[src/hw/rtl/vipc_pkg.sv]
package vipc_pkg;

    // vector set geometry: four 64-bit words, one bit per vector
    localparam int unsigned NumWords = 4;
    localparam int unsigned WordW    = 64;

    typedef logic [WordW-1:0] t_word;
    typedef logic [7:0]       t_vec;
    typedef logic [5:0]       t_pos;
    typedef logic [1:0]       t_widx;
    typedef logic [8:0]       t_rank;

    // architectural vectors
    localparam t_vec VecExtint   = 8'h00;
    localparam t_vec VecNmi      = 8'h02;
    localparam t_vec VecSpurious = 8'h0F;
    localparam t_vec VecFirstStd = 8'h10;

    // delivery modes that force a fixed vector
    localparam logic [2:0] ModeNmi    = 3'd4;
    localparam logic [2:0] ModeExtint = 3'd7;

    typedef enum logic [1:0] {
        REQ_PEND = 2'd0,
        REQ_ACK  = 2'd1,
        REQ_EOI  = 2'd2,
        REQ_EVAL = 2'd3
    } t_req;

    typedef enum logic {
        REG_MASK_ALL   = 1'b0,
        REG_MASK_CLASS = 1'b1
    } t_reg_idx;

    typedef struct packed {
        logic       mask_all;
        logic [3:0] mask_class;
    } t_cfg;

    typedef enum logic [2:0] {
        ST_IDLE,
        ST_APPLY,
        ST_SCAN_EOI,
        ST_CLR_EOI,
        ST_SCAN_IS,
        ST_SCAN_PEND,
        ST_EVAL
    } t_state;

    // vectors below 16 rank above all others
    function automatic t_rank rank_of(input t_vec v);
        t_rank r;
        if (v < VecFirstStd) begin
            r = {1'b1, v};
        end else begin
            r = {1'b0, v};
        end
        return r;
    endfunction

endpackage

[src/hw/rtl/vipc_in_if.sv]
interface vipc_in_if;
    logic       valid;
    logic       ready;
    logic [1:0] req_type;
    logic [7:0] vector;
    logic [2:0] delivery_mode;
    logic       interrupts_enabled;

    modport source (
        output valid, req_type, vector, delivery_mode, interrupts_enabled,
        input  ready
    );
    modport sink (
        input  valid, req_type, vector, delivery_mode, interrupts_enabled,
        output ready
    );
endinterface

[src/hw/rtl/vipc_out_if.sv]
interface vipc_out_if;
    logic       valid;
    logic       ready;
    logic [7:0] current_vector;
    logic       take_interrupt;
    logic       request_dropped;

    modport source (
        output valid, current_vector, take_interrupt, request_dropped,
        input  ready
    );
    modport sink (
        input  valid, current_vector, take_interrupt, request_dropped,
        output ready
    );
endinterface

[src/hw/rtl/vipc_enc.sv]
module vipc_enc
    import vipc_pkg::*;
(
    input  t_word i_word,
    output logic  o_any,
    output t_pos  o_pos
);

    // highest set bit of one 64-bit word
    always_comb begin
        o_pos = '0;
        for (int i = 0; i < WordW; i++) begin
            if (i_word[i]) begin
                o_pos = t_pos'(i);
            end
        end
    end

    assign o_any = |i_word;

endmodule

[src/hw/rtl/vipc_regs.sv]
module vipc_regs
    import vipc_pkg::*;
(
    input  logic        i_clk,
    input  logic        i_rst_n,
    input  logic        psel,
    input  logic        penable,
    input  logic        pwrite,
    input  logic [2:0]  paddr,
    input  logic [31:0] pwdata,
    output logic [31:0] prdata,
    output logic        pready,
    output t_cfg        o_cfg
);

    t_cfg     r_cfg;
    t_reg_idx idx;
    logic     wr_en;

    // register select: byte addresses 0 and 4
    assign idx    = t_reg_idx'(paddr[2]);
    assign wr_en  = psel && penable && pwrite;
    assign pready = 1'b1;
    assign o_cfg  = r_cfg;

    // register write
    always_ff @(posedge i_clk) begin
        if (!i_rst_n) begin
            r_cfg.mask_all   <= 1'b1;
            r_cfg.mask_class <= 4'd0;
        end else if (wr_en) begin
            unique case (idx)
                REG_MASK_ALL:   r_cfg.mask_all   <= pwdata[0];
                REG_MASK_CLASS: r_cfg.mask_class <= pwdata[3:0];
                default:        r_cfg            <= r_cfg;
            endcase
        end
    end

    // read mux, low address bits ignored
    always_comb begin
        prdata = '0;
        unique case (idx)
            REG_MASK_ALL:   prdata = {31'd0, r_cfg.mask_all};
            REG_MASK_CLASS: prdata = {28'd0, r_cfg.mask_class};
            default:        prdata = '0;
        endcase
    end

endmodule

[src/hw/rtl/vectored_interrupt_priority_controller.sv]
// Vectored interrupt priority controller, 256 vectors.
// i_req carries one request transaction (pend, acknowledge, end of interrupt,
// re-evaluate); o_rsp returns exactly one transaction per request with the
// new current vector, the take_interrupt flag and the dropped-pend flag.
// The APB port sets mask_all (address 0) and mask_class (address 4); write
// it only while no request is in flight.
// Each request steps through apply, the in-service scan, the pending scan and
// evaluation. One shared 64-bit priority encoder scans the in-service set and
// then the pending set one word per cycle; end of interrupt adds one extra
// in-service scan plus a clear step. i_req.ready is high only between
// requests, so a new request is not accepted until the previous one ends.
// The response sits in an output register, so a new request is accepted while
// the previous response still waits; a request finishes only once that
// register is free, so a stalled receiver holds the sequencer at its last step.
// Reset: pending and in-service sets cleared, current vector 15 (spurious),
// mask_all set, mask_class 0, no response valid.
module vectored_interrupt_priority_controller
    import vipc_pkg::*;
(
    input  logic        i_clk,
    input  logic        i_rst_n,
    vipc_in_if.sink     i_req,
    vipc_out_if.source  o_rsp,
    input  logic        psel,
    input  logic        penable,
    input  logic        pwrite,
    input  logic [2:0]  paddr,
    input  logic [31:0] pwdata,
    output logic [31:0] prdata,
    output logic        pready
);

    t_cfg   cfg;
    t_state r_state, n_state;
    t_widx  r_cnt;

    t_req       r_req;
    t_vec       r_vec_in;
    logic [2:0] r_mode;
    logic       r_en;
    logic       r_drop;

    t_word r_pend [NumWords];
    t_word r_is   [NumWords];
    t_vec  r_cur;

    logic r_is_fnd, r_pd_fnd;
    t_vec r_is_top, r_pd_top;

    logic r_out_valid;
    t_vec r_out_vec;
    logic r_out_take;
    logic r_out_drop;

    // sequencer outputs
    logic accept, scan_pend, scan_is, out_free, eval_go;

    // shared encoder
    t_word enc_word;
    logic  enc_any;
    t_pos  enc_pos;

    // evaluation
    t_vec  pend_vec;
    logic  pend_drop;
    logic  cur_ok;
    logic  is_has;
    t_rank is_rank;
    logic  masked_ext, masked_top;
    t_vec  eval_vec;

    vipc_regs u_regs (
        .i_clk   (i_clk),
        .i_rst_n (i_rst_n),
        .psel    (psel),
        .penable (penable),
        .pwrite  (pwrite),
        .paddr   (paddr),
        .pwdata  (pwdata),
        .prdata  (prdata),
        .pready  (pready),
        .o_cfg   (cfg)
    );

    assign enc_word = scan_pend ? r_pend[r_cnt] : r_is[r_cnt];

    vipc_enc u_enc (
        .i_word (enc_word),
        .o_any  (enc_any),
        .o_pos  (enc_pos)
    );

    // next state
    always_comb begin
        n_state = r_state;
        unique case (r_state)
            ST_IDLE:      if (i_req.valid) n_state = ST_APPLY;
            ST_APPLY:     n_state = (r_req == REQ_EOI) ? ST_SCAN_EOI : ST_SCAN_IS;
            ST_SCAN_EOI:  if (r_cnt == 2'd0) n_state = ST_CLR_EOI;
            ST_CLR_EOI:   n_state = ST_SCAN_IS;
            ST_SCAN_IS:   if (r_cnt == 2'd0) n_state = ST_SCAN_PEND;
            ST_SCAN_PEND: if (r_cnt == 2'd0) n_state = ST_EVAL;
            ST_EVAL:      if (!r_out_valid || o_rsp.ready) n_state = ST_IDLE;
            default:      n_state = ST_IDLE;
        endcase
    end

    // sequencer outputs
    always_comb begin
        i_req.ready = 1'b0;
        scan_pend   = 1'b0;
        scan_is     = 1'b0;
        unique case (r_state)
            ST_IDLE:      i_req.ready = 1'b1;
            ST_SCAN_EOI:  scan_is     = 1'b1;
            ST_SCAN_IS:   scan_is     = 1'b1;
            ST_SCAN_PEND: scan_pend   = 1'b1;
            default:      i_req.ready = 1'b0;
        endcase
    end

    assign accept    = i_req.valid && i_req.ready;
    assign out_free  = !r_out_valid || o_rsp.ready;
    assign eval_go   = (r_state == ST_EVAL) && out_free;

    always_ff @(posedge i_clk) begin
        if (!i_rst_n) begin
            r_state <= ST_IDLE;
        end else begin
            r_state <= n_state;
        end
    end

    // request capture
    always_ff @(posedge i_clk) begin
        if (accept) begin
            r_req    <= t_req'(i_req.req_type);
            r_vec_in <= i_req.vector;
            r_mode   <= i_req.delivery_mode;
            r_en     <= i_req.interrupts_enabled;
        end
    end

    // word counter, wraps back to the top word after each scan
    always_ff @(posedge i_clk) begin
        if (!i_rst_n) begin
            r_cnt <= 2'd3;
        end else if (scan_is || scan_pend) begin
            r_cnt <= r_cnt - 2'd1;
        end
    end

    // scan result capture, restarted on the top word
    always_ff @(posedge i_clk) begin
        if (scan_is) begin
            if (r_cnt == 2'd3) begin
                r_is_fnd <= enc_any;
                r_is_top <= {r_cnt, enc_pos};
            end else if (!r_is_fnd && enc_any) begin
                r_is_fnd <= 1'b1;
                r_is_top <= {r_cnt, enc_pos};
            end
        end
        if (scan_pend) begin
            if (r_cnt == 2'd3) begin
                r_pd_fnd <= enc_any;
                r_pd_top <= {r_cnt, enc_pos};
            end else if (!r_pd_fnd && enc_any) begin
                r_pd_fnd <= 1'b1;
                r_pd_top <= {r_cnt, enc_pos};
            end
        end
    end

    // pend vector mapping and reserved-vector check
    always_comb begin
        if (r_mode == ModeNmi) begin
            pend_vec = VecNmi;
        end else if (r_mode == ModeExtint) begin
            pend_vec = VecExtint;
        end else begin
            pend_vec = r_vec_in;
        end
        pend_drop = (pend_vec < VecFirstStd) && (pend_vec != VecNmi)
                    && (pend_vec != VecExtint);
        cur_ok    = (r_cur >= VecFirstStd) || (r_cur == VecNmi) || (r_cur == VecExtint);
    end

    // pending and in-service sets
    always_ff @(posedge i_clk) begin
        if (!i_rst_n) begin
            for (int w = 0; w < NumWords; w++) begin
                r_pend[w] <= '0;
                r_is[w]   <= '0;
            end
            r_drop <= 1'b0;
        end else begin
            if (r_state == ST_APPLY) begin
                r_drop <= (r_req == REQ_PEND) && pend_drop;
                if (r_req == REQ_PEND && !pend_drop) begin
                    r_pend[pend_vec[7:6]][pend_vec[5:0]] <= 1'b1;
                end
                if (r_req == REQ_ACK && cur_ok) begin
                    r_pend[r_cur[7:6]][r_cur[5:0]] <= 1'b0;
                    r_is[r_cur[7:6]][r_cur[5:0]]   <= 1'b1;
                end
            end
            if (r_state == ST_CLR_EOI) begin
                if (r_is[0][VecNmi[5:0]]) begin
                    r_is[0][VecNmi[5:0]] <= 1'b0;
                end else if (r_is[0][VecExtint[5:0]]) begin
                    r_is[0][VecExtint[5:0]] <= 1'b0;
                end else if (r_is_fnd) begin
                    r_is[r_is_top[7:6]][r_is_top[5:0]] <= 1'b0;
                end
            end
        end
    end

    // highest in-service priority
    always_comb begin
        is_has = r_is[0][VecNmi[5:0]] || r_is[0][VecExtint[5:0]] || r_is_fnd;
        if (r_is[0][VecNmi[5:0]]) begin
            is_rank = rank_of(VecNmi);
        end else if (r_is[0][VecExtint[5:0]]) begin
            is_rank = rank_of(VecExtint);
        end else begin
            is_rank = rank_of(r_is_top);
        end
    end

    // masking and vector selection
    always_comb begin
        masked_ext = cfg.mask_all || (is_has && (is_rank >= rank_of(VecExtint)));
        masked_top = cfg.mask_all || (is_has && (is_rank >= rank_of(r_pd_top)))
                     || ((r_pd_top != VecExtint) && (r_pd_top[7:4] <= cfg.mask_class));
        if (r_pend[0][VecNmi[5:0]]) begin
            eval_vec = VecNmi;
        end else if (r_pend[0][VecExtint[5:0]] && !masked_ext) begin
            eval_vec = VecExtint;
        end else if (r_pd_fnd && !masked_top) begin
            eval_vec = r_pd_top;
        end else begin
            eval_vec = VecSpurious;
        end
    end

    // current vector register
    always_ff @(posedge i_clk) begin
        if (!i_rst_n) begin
            r_cur <= VecSpurious;
        end else if (eval_go) begin
            r_cur <= eval_vec;
        end
    end

    // response register
    always_ff @(posedge i_clk) begin
        if (!i_rst_n) begin
            r_out_valid <= 1'b0;
        end else if (eval_go) begin
            r_out_valid <= 1'b1;
        end else if (o_rsp.ready) begin
            r_out_valid <= 1'b0;
        end
    end

    always_ff @(posedge i_clk) begin
        if (eval_go) begin
            r_out_vec  <= eval_vec;
            r_out_take <= r_en && (eval_vec != VecSpurious);
            r_out_drop <= r_drop;
        end
    end

    assign o_rsp.valid           = r_out_valid;
    assign o_rsp.current_vector  = r_out_vec;
    assign o_rsp.take_interrupt  = r_out_take;
    assign o_rsp.request_dropped = r_out_drop;

`ifndef SYNTHESIS
    // current vector never holds a reserved vector other than the spurious vector
    a_cur_legal: assert property (@(posedge i_clk) disable iff (!i_rst_n)
        (r_cur >= VecFirstStd) || (r_cur == VecNmi) || (r_cur == VecExtint)
        || (r_cur == VecSpurious))
        else $error("current vector holds a reserved vector");

    // reserved vectors never enter the pending or in-service sets
    a_no_reserved: assert property (@(posedge i_clk) disable iff (!i_rst_n)
        (r_pend[0][15:3] == '0) && !r_pend[0][1] && (r_is[0][15:3] == '0) && !r_is[0][1])
        else $error("reserved vector set in pending or in-service");

    // an accepted request starts the sequence
    a_accept_apply: assert property (@(posedge i_clk) disable iff (!i_rst_n)
        accept |=> (r_state == ST_APPLY))
        else $error("accepted request did not start the sequence");

    // the scans after apply and after the end-of-interrupt clear begin on the top word
    a_scan_start: assert property (@(posedge i_clk) disable iff (!i_rst_n)
        ((r_state == ST_APPLY) || (r_state == ST_CLR_EOI)) |-> (r_cnt == 2'd3))
        else $error("scan counter not at top word");

    // the response register is only loaded when free
    a_no_overwrite: assert property (@(posedge i_clk) disable iff (!i_rst_n)
        (r_out_valid && !o_rsp.ready) |=> (r_out_vec == $past(r_out_vec)))
        else $error("pending response overwritten");
`endif

endmodule
[src/flat_wrapper.sv]
// flat-port wrapper written by rule: the top's interface ports become plain ports
module vectored_interrupt_priority_controller_flat import vipc_pkg::*;
  (i_clk, i_rst_n, psel, penable, pwrite, paddr, pwdata, prdata, pready, i_req_valid, i_req_req_type, i_req_vector, i_req_delivery_mode, i_req_interrupts_enabled, i_req_ready, o_rsp_valid, o_rsp_current_vector, o_rsp_take_interrupt, o_rsp_request_dropped, o_rsp_ready);
  vipc_in_if i_req_i ();
  vipc_out_if o_rsp_i ();
  input  logic i_clk;
  input  logic i_rst_n;
  input  logic psel;
  input  logic penable;
  input  logic pwrite;
  input  logic [2:0] paddr;
  input  logic [31:0] pwdata;
  output logic [31:0] prdata;
  output logic pready;
  input wire logic [$bits(i_req_i.valid)-1:0] i_req_valid;
  input wire logic [$bits(i_req_i.req_type)-1:0] i_req_req_type;
  input wire logic [$bits(i_req_i.vector)-1:0] i_req_vector;
  input wire logic [$bits(i_req_i.delivery_mode)-1:0] i_req_delivery_mode;
  input wire logic [$bits(i_req_i.interrupts_enabled)-1:0] i_req_interrupts_enabled;
  output wire logic [$bits(i_req_i.ready)-1:0] i_req_ready;
  output wire logic [$bits(o_rsp_i.valid)-1:0] o_rsp_valid;
  output wire logic [$bits(o_rsp_i.current_vector)-1:0] o_rsp_current_vector;
  output wire logic [$bits(o_rsp_i.take_interrupt)-1:0] o_rsp_take_interrupt;
  output wire logic [$bits(o_rsp_i.request_dropped)-1:0] o_rsp_request_dropped;
  input wire logic [$bits(o_rsp_i.ready)-1:0] o_rsp_ready;
  assign i_req_i.valid = i_req_valid;
  assign i_req_i.req_type = i_req_req_type;
  assign i_req_i.vector = i_req_vector;
  assign i_req_i.delivery_mode = i_req_delivery_mode;
  assign i_req_i.interrupts_enabled = i_req_interrupts_enabled;
  assign i_req_ready = i_req_i.ready;
  assign o_rsp_valid = o_rsp_i.valid;
  assign o_rsp_current_vector = o_rsp_i.current_vector;
  assign o_rsp_take_interrupt = o_rsp_i.take_interrupt;
  assign o_rsp_request_dropped = o_rsp_i.request_dropped;
  assign o_rsp_i.ready = o_rsp_ready;
  vectored_interrupt_priority_controller u_core (.i_clk(i_clk), .i_rst_n(i_rst_n), .i_req(i_req_i), .o_rsp(o_rsp_i), .psel(psel), .penable(penable), .pwrite(pwrite), .paddr(paddr), .pwdata(pwdata), .prdata(prdata), .pready(pready));
endmodule
[config.mk]
export PLATFORM = sky130hd
export DESIGN_NAME = vectored_interrupt_priority_controller_flat
export DESIGN_NICKNAME = d
export VERILOG_FILES = /design/src/hw/rtl/vipc_pkg.sv /design/src/hw/rtl/vipc_in_if.sv /design/src/hw/rtl/vipc_out_if.sv /design/src/hw/rtl/vipc_enc.sv /design/src/hw/rtl/vipc_regs.sv /design/src/hw/rtl/vectored_interrupt_priority_controller.sv /design/src/flat_wrapper.sv
export SDC_FILE = /design/constraint.sdc
export NUM_CORES = 1
export LEC_CHECK = 0
export ABC_CLOCK_PERIOD_IN_PS = 5150
export BUFFER_PORTS_ARGS = -buffer_cell sky130_fd_sc_hd__buf_2
export CAP_MARGIN = 20
export CORE_ASPECT_RATIO = 1.4
export CORE_MARGIN = 1
export CORE_UTILIZATION = 49
export CTS_CLUSTER_SIZE = 12
export DETAILED_ROUTE_END_ITERATION = 10
export PLACE_DENSITY = 0.66
export SKIP_CTS_REPAIR_TIMING = 1
export SYNTH_ARGS = -nofsm -noshare
export SYNTH_HDL_FRONTEND = slang
export SYNTH_SLANG_ARGS = --single-unit
export TNS_END_PERCENT = 50
[constraint.sdc]
create_clock -name i_clk -period 5.15 [get_ports i_clk]
set_clock_uncertainty 0.1 [all_clocks]
set_input_delay 0.515 -clock i_clk [delete_from_list [all_inputs] [get_ports i_clk]]
set_output_delay 0.515 -clock i_clk [all_outputs]
set_load 0.01 [all_outputs]
## Word-level counts from Yosys, hierarchy flattened

Memory sizes are Yosys's and may differ from the RTL's. A register that Yosys moved wholly into a read port is not among the register bits.
Cells that the tools add are included.

- Bits in registers: 62
- Latch bits: 0
- RAM bits: 512
- Bits in read-only memories: 0
- Bits of input ports: 56
- Memories kept: 2

Memory list:

| memory | words | width | read ports | clocked after memory_dff | write ports | line | RTL |
|---|---|---|---|---|---|---|---|
| u_core.r_is | 4 | 64 | 2 | 1 | 4 | vectored_interrupt_priority_controller.sv:44 | `t_word r_is [NumWords];` |
| u_core.r_pend | 4 | 64 | 2 | 1 | 4 | vectored_interrupt_priority_controller.sv:43 | `t_word r_pend [NumWords];` |

- $add $sub $neg: 1
- Multiply operators: 0
- Divide/modulo/power cells: 0
- Order comparisons: 13
- Equality and inequality tests: 19
- Shift operators: 0
- Multiplexer cells: 142
- Bitwise operators: 3
- Reductions and logical operators: 55

Operator list:

| cell | number |
|---|---|
| $mux W64 | 12 |
| $mux W6 | 62 |
| $reduce_or A64 Y1 | 5 |
| $mux W8 | 9 |
| $pmux W32 S2 | 1 |
| $mux W1 | 36 |
| $mux W9 | 4 |
| $lt A8 B5 Y1 const B | 3 |
| $lt A6 B7 Y1 const B | 3 |
| $pmux W3 S7 | 1 |
| $logic_and A1 B1 Y1 | 20 |
| $demux W1 S6 | 3 |
| $ge A6 B1 Y1 const B | 3 |
| $mux W3 | 6 |
| $mux W2 | 8 |
| $reduce_bool A8 Y1 | 2 |
| $eq A3 B3 Y1 const B | 5 |
| $ge A9 B9 Y1 | 1 |
| $ge A9 B9 Y1 const B | 1 |
| $logic_or A1 B1 Y1 | 9 |
| $eq A8 B2 Y1 const B | 1 |
| $ge A8 B5 Y1 const B | 1 |
| $logic_not A8 Y1 | 1 |
| $ne A2 B1 Y1 const B | 4 |
| 18 further kinds | 32 |

## Depth between registers and ports, before layout

- Depth in word-level cells: 68
- Gate-level depth with buffers: 12
- Mapped depth without buffers: 11

## Cells and area by module

From an unflattened synthesis, not the netlist that was laid out.

- Cells, all modules: 2546
- Area total of the unflattened synthesis: 29323.1 um2

By module, submodules not included:

| module | times used | cells an instance | area each (um2) |
|---|---|---|---|
| vectored_interrupt_priority_controller | 1 | 2341 | 27985.6 |
| vipc_enc | 1 | 146 | 852.1 |
| vipc_regs | 1 | 59 | 485.5 |

## Worst setup path before layout

OpenSTA, ideal clock, no wires.

- Kind: register to register
- From: reg (tool-made name)
- To: reg u_core.r_is_fnd (enable)
- Data arrival time: 2698 ps
- Data required time: 4663 ps
- Path slack: 1965 ps
- Stages on the path, launching flop included: 12
- Path through: dfxtp_1 > buf_2 > buf_2 > clkbuf_1 > mux4_2 > nor3_1 > o22ai_1 > nor2_1 > nand4_1 > nor3_2 > o21ba_2 > nor3_1

RTL lines:

| item | line | RTL |
|---|---|---|
| end signal, assigned | vectored_interrupt_priority_controller.sv:157 | `r_is_fnd <= enc_any;` |
| end, declared | vectored_interrupt_priority_controller.sv:47 | `logic r_is_fnd, r_pd_fnd;` |

==> summary.txt <==
CTS
  – CTS max path bufs: 3
  – Clk sink count: 576
  – Clock slew at reported path FFs: 0.06 ns
  – CTS H-tree lvls: 2
  – Clk_lat worst skew: 0.65 ns
  – Root buffer cell: clkbuf_16
  – CTS tree: yes
  – TritonCTS Buffers: 57

Timing
  – Measured slew at the worst slew-check pin: 1.08 ns
  – Slew headroom: 28.0%
  – Final setup TNS: 0 ns
  – Endpoints failing hold: 0
  – Fin crit share: 83.2%
  – Setup Viol. Count Final: 0
  – Fmax: 0.233 GHz
  – RSZ-0062 raised after global routing: no
  – Post-layout min period: 4.28 ns
  – Slew Limit Fails: 0

Critical path
  – Critical path buffers and inverters: 1
  – CP peak stage delay: 0.68 ns
  – Worst Setup Path Type: flop to flop
  – Worst Path Max Fanout: 30
  – Req. time, crit path: 5.38 ns
  – Worst Setup EP: u_core.r_pd_top[7]$_DFFE_PP_
  – CP Cell Sequence: buf_12, mux4_2, mux2i_1, nand2_1, nor4_2, nand4_1, nor3_2, nor2_1, o21a_1
  – Worst EP arrival: 4.52 ns
  – Crit path depth: 9
  – R2R Setup Slk: 0.87 ns
  – Reg-to-Reg End: u_core.r_pd_top[7]$_DFFE_PP_
  – Element type at the critical path start: flop
  – FF-to-FF path depth: 9
  – Worst path top cell family by delay: simple AND/OR/NAND/NOR gates
  – Slowest-stage cell, CP: dfxtp_4
  – Crit end category: flop

Synth
  – Synth Area in Adders: 0.634%
  – Async SR Flop Fraction: 0%
  – Main combinational cell family by area after synthesis: compound AO/OA/AOI/OAI gates
  – Synth Register Bits: 576
  – Simple-gate area share of the yosys netlist: 13.1%
  – Synth Area per Inst: 11.3 sq um
  – Synth unique cells: 89
  – Cells after Synth: 2629
  – Main synth FF type: edfxtp_1
  – Compound-Gate Fraction of Synth Area: 13.2%
  – Mux share of post-synthesis cell area: 11.0%
  – Yosys warnings: 0
  – Synth Cell Area: 29600 sq um
  – Post-synth EDFFs: 554
  – Seq/Total Area, Yosys: 57.6%
  – Post-Synth XOR/XNOR Area: 0.118%

Power and ir drop
  – Combinational share of power: 11.8%
  – Switching power: 2.66 mW
  – Sequential share of power: 51.5%
  – Sw frac: 25.3%
  – PwrDens: 326 nW/um^2
  – Static Leak: 11.7 nW
  – Max VDD drop: 0.278 mV
  – Cell-internal power: 7.85 mW
  – Clk network pwr share: 36.7%

Layout
  – Area grow syn2layout: 8.82%
  – Share of cells above drive strength 1: 12.7%
  – Post-layout nets: 2677
  – Final Cell Area: 32200 sq um
  – Diode count: 0

Job
  – Max_cap viols: 0

Route
  – Initial DRC Count: 2770
  – DR WL/cell: 26.7 um
  – Vias per cell: 6.43
  – Vias: 21800
  – Post-Route WL: 90500 um
  – Routed Antenna Nets: 0
  – Drt drc: 0
  – Drt pass-1 iters: 6

Worst hold path
  – HP Class: input pin to flop
  – Hold depth: 3

Floorplan
  – Full die area: 61500 sq um
  – Core box area: 59700 sq um
  – Initial Utilization: 49.6%
  – Die extent in x: 210 um
  – # rows: 106
  – Overall die height: 293 um
  – I/O pin count: 101

Place
  – IO Port Bufs: 41
  – Placed cell area: 30400 sq um
  – RePlAce Congestion: 0.983
  – Post-DP HPWL: 58700 um

Global routing
  – Tot GR Track Use: 29.6%
  – Global-route wire length before repair: 132000 um
  – Largest net degree at the start of global routing: 146
  – Initial antenna violation count: 1
  – Total global routing overflow: 0
  – Vias in the first global route: 21100

Run status
  – Status: complete, no violations
==> power by group through the flow <==
| stage | clock, mW | sequential, mW | combinational [mW] |
|---|---|---|---|
| floorplan | 0 | 5.45 | 0.874 |
| global route | 4.06 | 5.43 | 1.32 |
| finish | 3.85 | 5.41 | 1.24 |
| global placement | 0 | 5.50 | 1.19 |
| CTS | 3.89 | 5.41 | 1.22 |
| detailed placement | 0 | 5.51 | 1.22 |
==> cells by family (layout without fill, tap and decap cells) <==
logic type      Yosys count  after routing
other cells               2             57
xor+xnor                  4              4
fa+ha+maj                15             15
buf+inv                 283            236
compound gates          722            722
mux                     157            157
simple gates            870            870
flops                   576            576
==> worst reg2reg max path, cell delays in order (launching register included) <==
cell and delay [ns]:
dfxtp_4 0.68, buf_12 0.35, mux4_2 0.55, mux2i_1 0.34, nand2_1 0.18, nor4_2 0.68, nand4_1 0.39, nor3_2 0.35
nor2_1 0.07, o21a_1 0.32
==> routing by layer <==
| layer | track usage, % | vias to the layer above | share of wire (%) |
|---|---|---|---|
| li1 | - | 9631 | - |
| met5 | 0 | - | 0 |
| met3 | 3.81 | 296 | 6.9 |
| met4 | 26.7 | 0 | 10 |
| met1 | 33.4 | 10700 | 34 |
| met2 | 49.3 | 1197 | 49 |
==> cell type report <==
type,instances,area [sq um]
repair buffers,100,802
clock buffers,77,1500
flip-flops and latches,576,17100
well taps,756,946
inverters,46,178
fillers,5075,27500
clock inverters,13,143
multi-input cells,1825,11600
==> worst min-delay path by stage <==
stage                                           from                                     end
after floorplan           u_core.r_drop$_SDFFE_PN0P_  u_core.o_rsp.request_dropped$_DFFE_PP_
after global placement    u_core.r_drop$_SDFFE_PN0P_  u_core.o_rsp.request_dropped$_DFFE_PP_
after detailed placement  u_core.r_drop$_SDFFE_PN0P_  u_core.o_rsp.request_dropped$_DFFE_PP_
after CTS                            i_req_vector[2]            u_core.r_vec_in[2]$_DFFE_PP_
after global routing                       pwdata[2]     u_core.u_regs.o_cfg[2]$_SDFFE_PN0P_
final                                      pwdata[3]     u_core.u_regs.o_cfg[3]$_SDFFE_PN0P_
==> synthesized netlist by cell type (5+ instances only) <==
cell type / number / area (sq um)
nor2_1: 574 / 2150
edfxtp_1: 554 / 16600
o21ai_0: 451 / 2260
a21oi_1: 168 / 841
clkbuf_1: 160 / 601
mux4_2: 135 / 3040
nor3_1: 94 / 470
nand2_1: 65 / 244
inv_1: 44 / 165
buf_4: 39 / 293
buf_2: 25 / 125
nand3_1: 24 / 120
dfxtp_1: 22 / 440
mux2i_1: 20 / 200
nand2b_1: 17 / 106
and2_1: 16 / 100
ha_1: 15 / 188
a211oi_1: 10 / 75.1
buf_1: 10 / 37.5
nor2b_1: 10 / 62.6
o22ai_1: 10 / 62.6
o21ai_1: 8 / 40.0
a31oi_1: 7 / 43.8
and3_1: 7 / 43.8
nand3b_1: 7 / 52.6
nor4_1: 7 / 43.8
o21a_1: 7 / 52.6
a21o_1: 6 / 45.0
nand4_1: 5 / 31.3
nor3b_1: 5 / 37.5
o2bb2ai_1: 5 / 43.8
or3_1: 5 / 31.3
==> through the flow <==
stage                     std cells  total power [mW]  setup slack, ns  utilization (%)  hold slack, ns
after floorplan                2684              6.32             1.96                -           0.309
after global placement         3286              6.69             1.06             50.9           0.329
after detailed placement       3287              6.73             1.02             51.0           0.329
after CTS                      3377              10.5             1.00             53.7         -0.0806
after global routing           3393              10.8            0.763             54.0          0.0138
final                          3393              10.5            0.866             54.0          0.0241
==> flip-flops by register name (all words and copies together), names as in the netlist, 2 cells and up, named ones only <==
| register | flops |
|---|---|
| u_core.o_rsp.current_vector | 8 |
| u_core.r_cnt | 2 |
| u_core.r_cur | 8 |
| u_core.r_is | 256 |
| u_core.r_is_top | 8 |
| u_core.r_mode | 3 |
| u_core.r_pd_top | 8 |
| u_core.r_pend | 256 |
| u_core.r_req | 2 |
| u_core.r_state | 3 |
| u_core.r_vec_in | 8 |
| u_core.u_regs.o_cfg | 5 |
==> cells in the final DEF, fill, tap and decap left out, drive strengths merged, types with 10 or more instances in the layout <==
| cell | instances |
|---|---|
| clkinv | 11 |
| edfxtp | 554 |
| a211oi | 10 |
| clkbuf | 77 |
| nand2 | 66 |
| conb | 57 |
| nor2b | 11 |
| ha | 15 |
| dlygate4sd3 | 14 |
| o22ai | 10 |
| nor3 | 97 |
| mux4 | 135 |
| nand2b | 17 |
| nand3 | 24 |
| and2 | 16 |
| o21ai | 461 |
| nor2 | 574 |
| mux2i | 20 |
| a21oi | 168 |
| buf | 86 |
| dfxtp | 22 |
| inv | 46 |
Note: power is estimated with default switching activity, not from simulation.
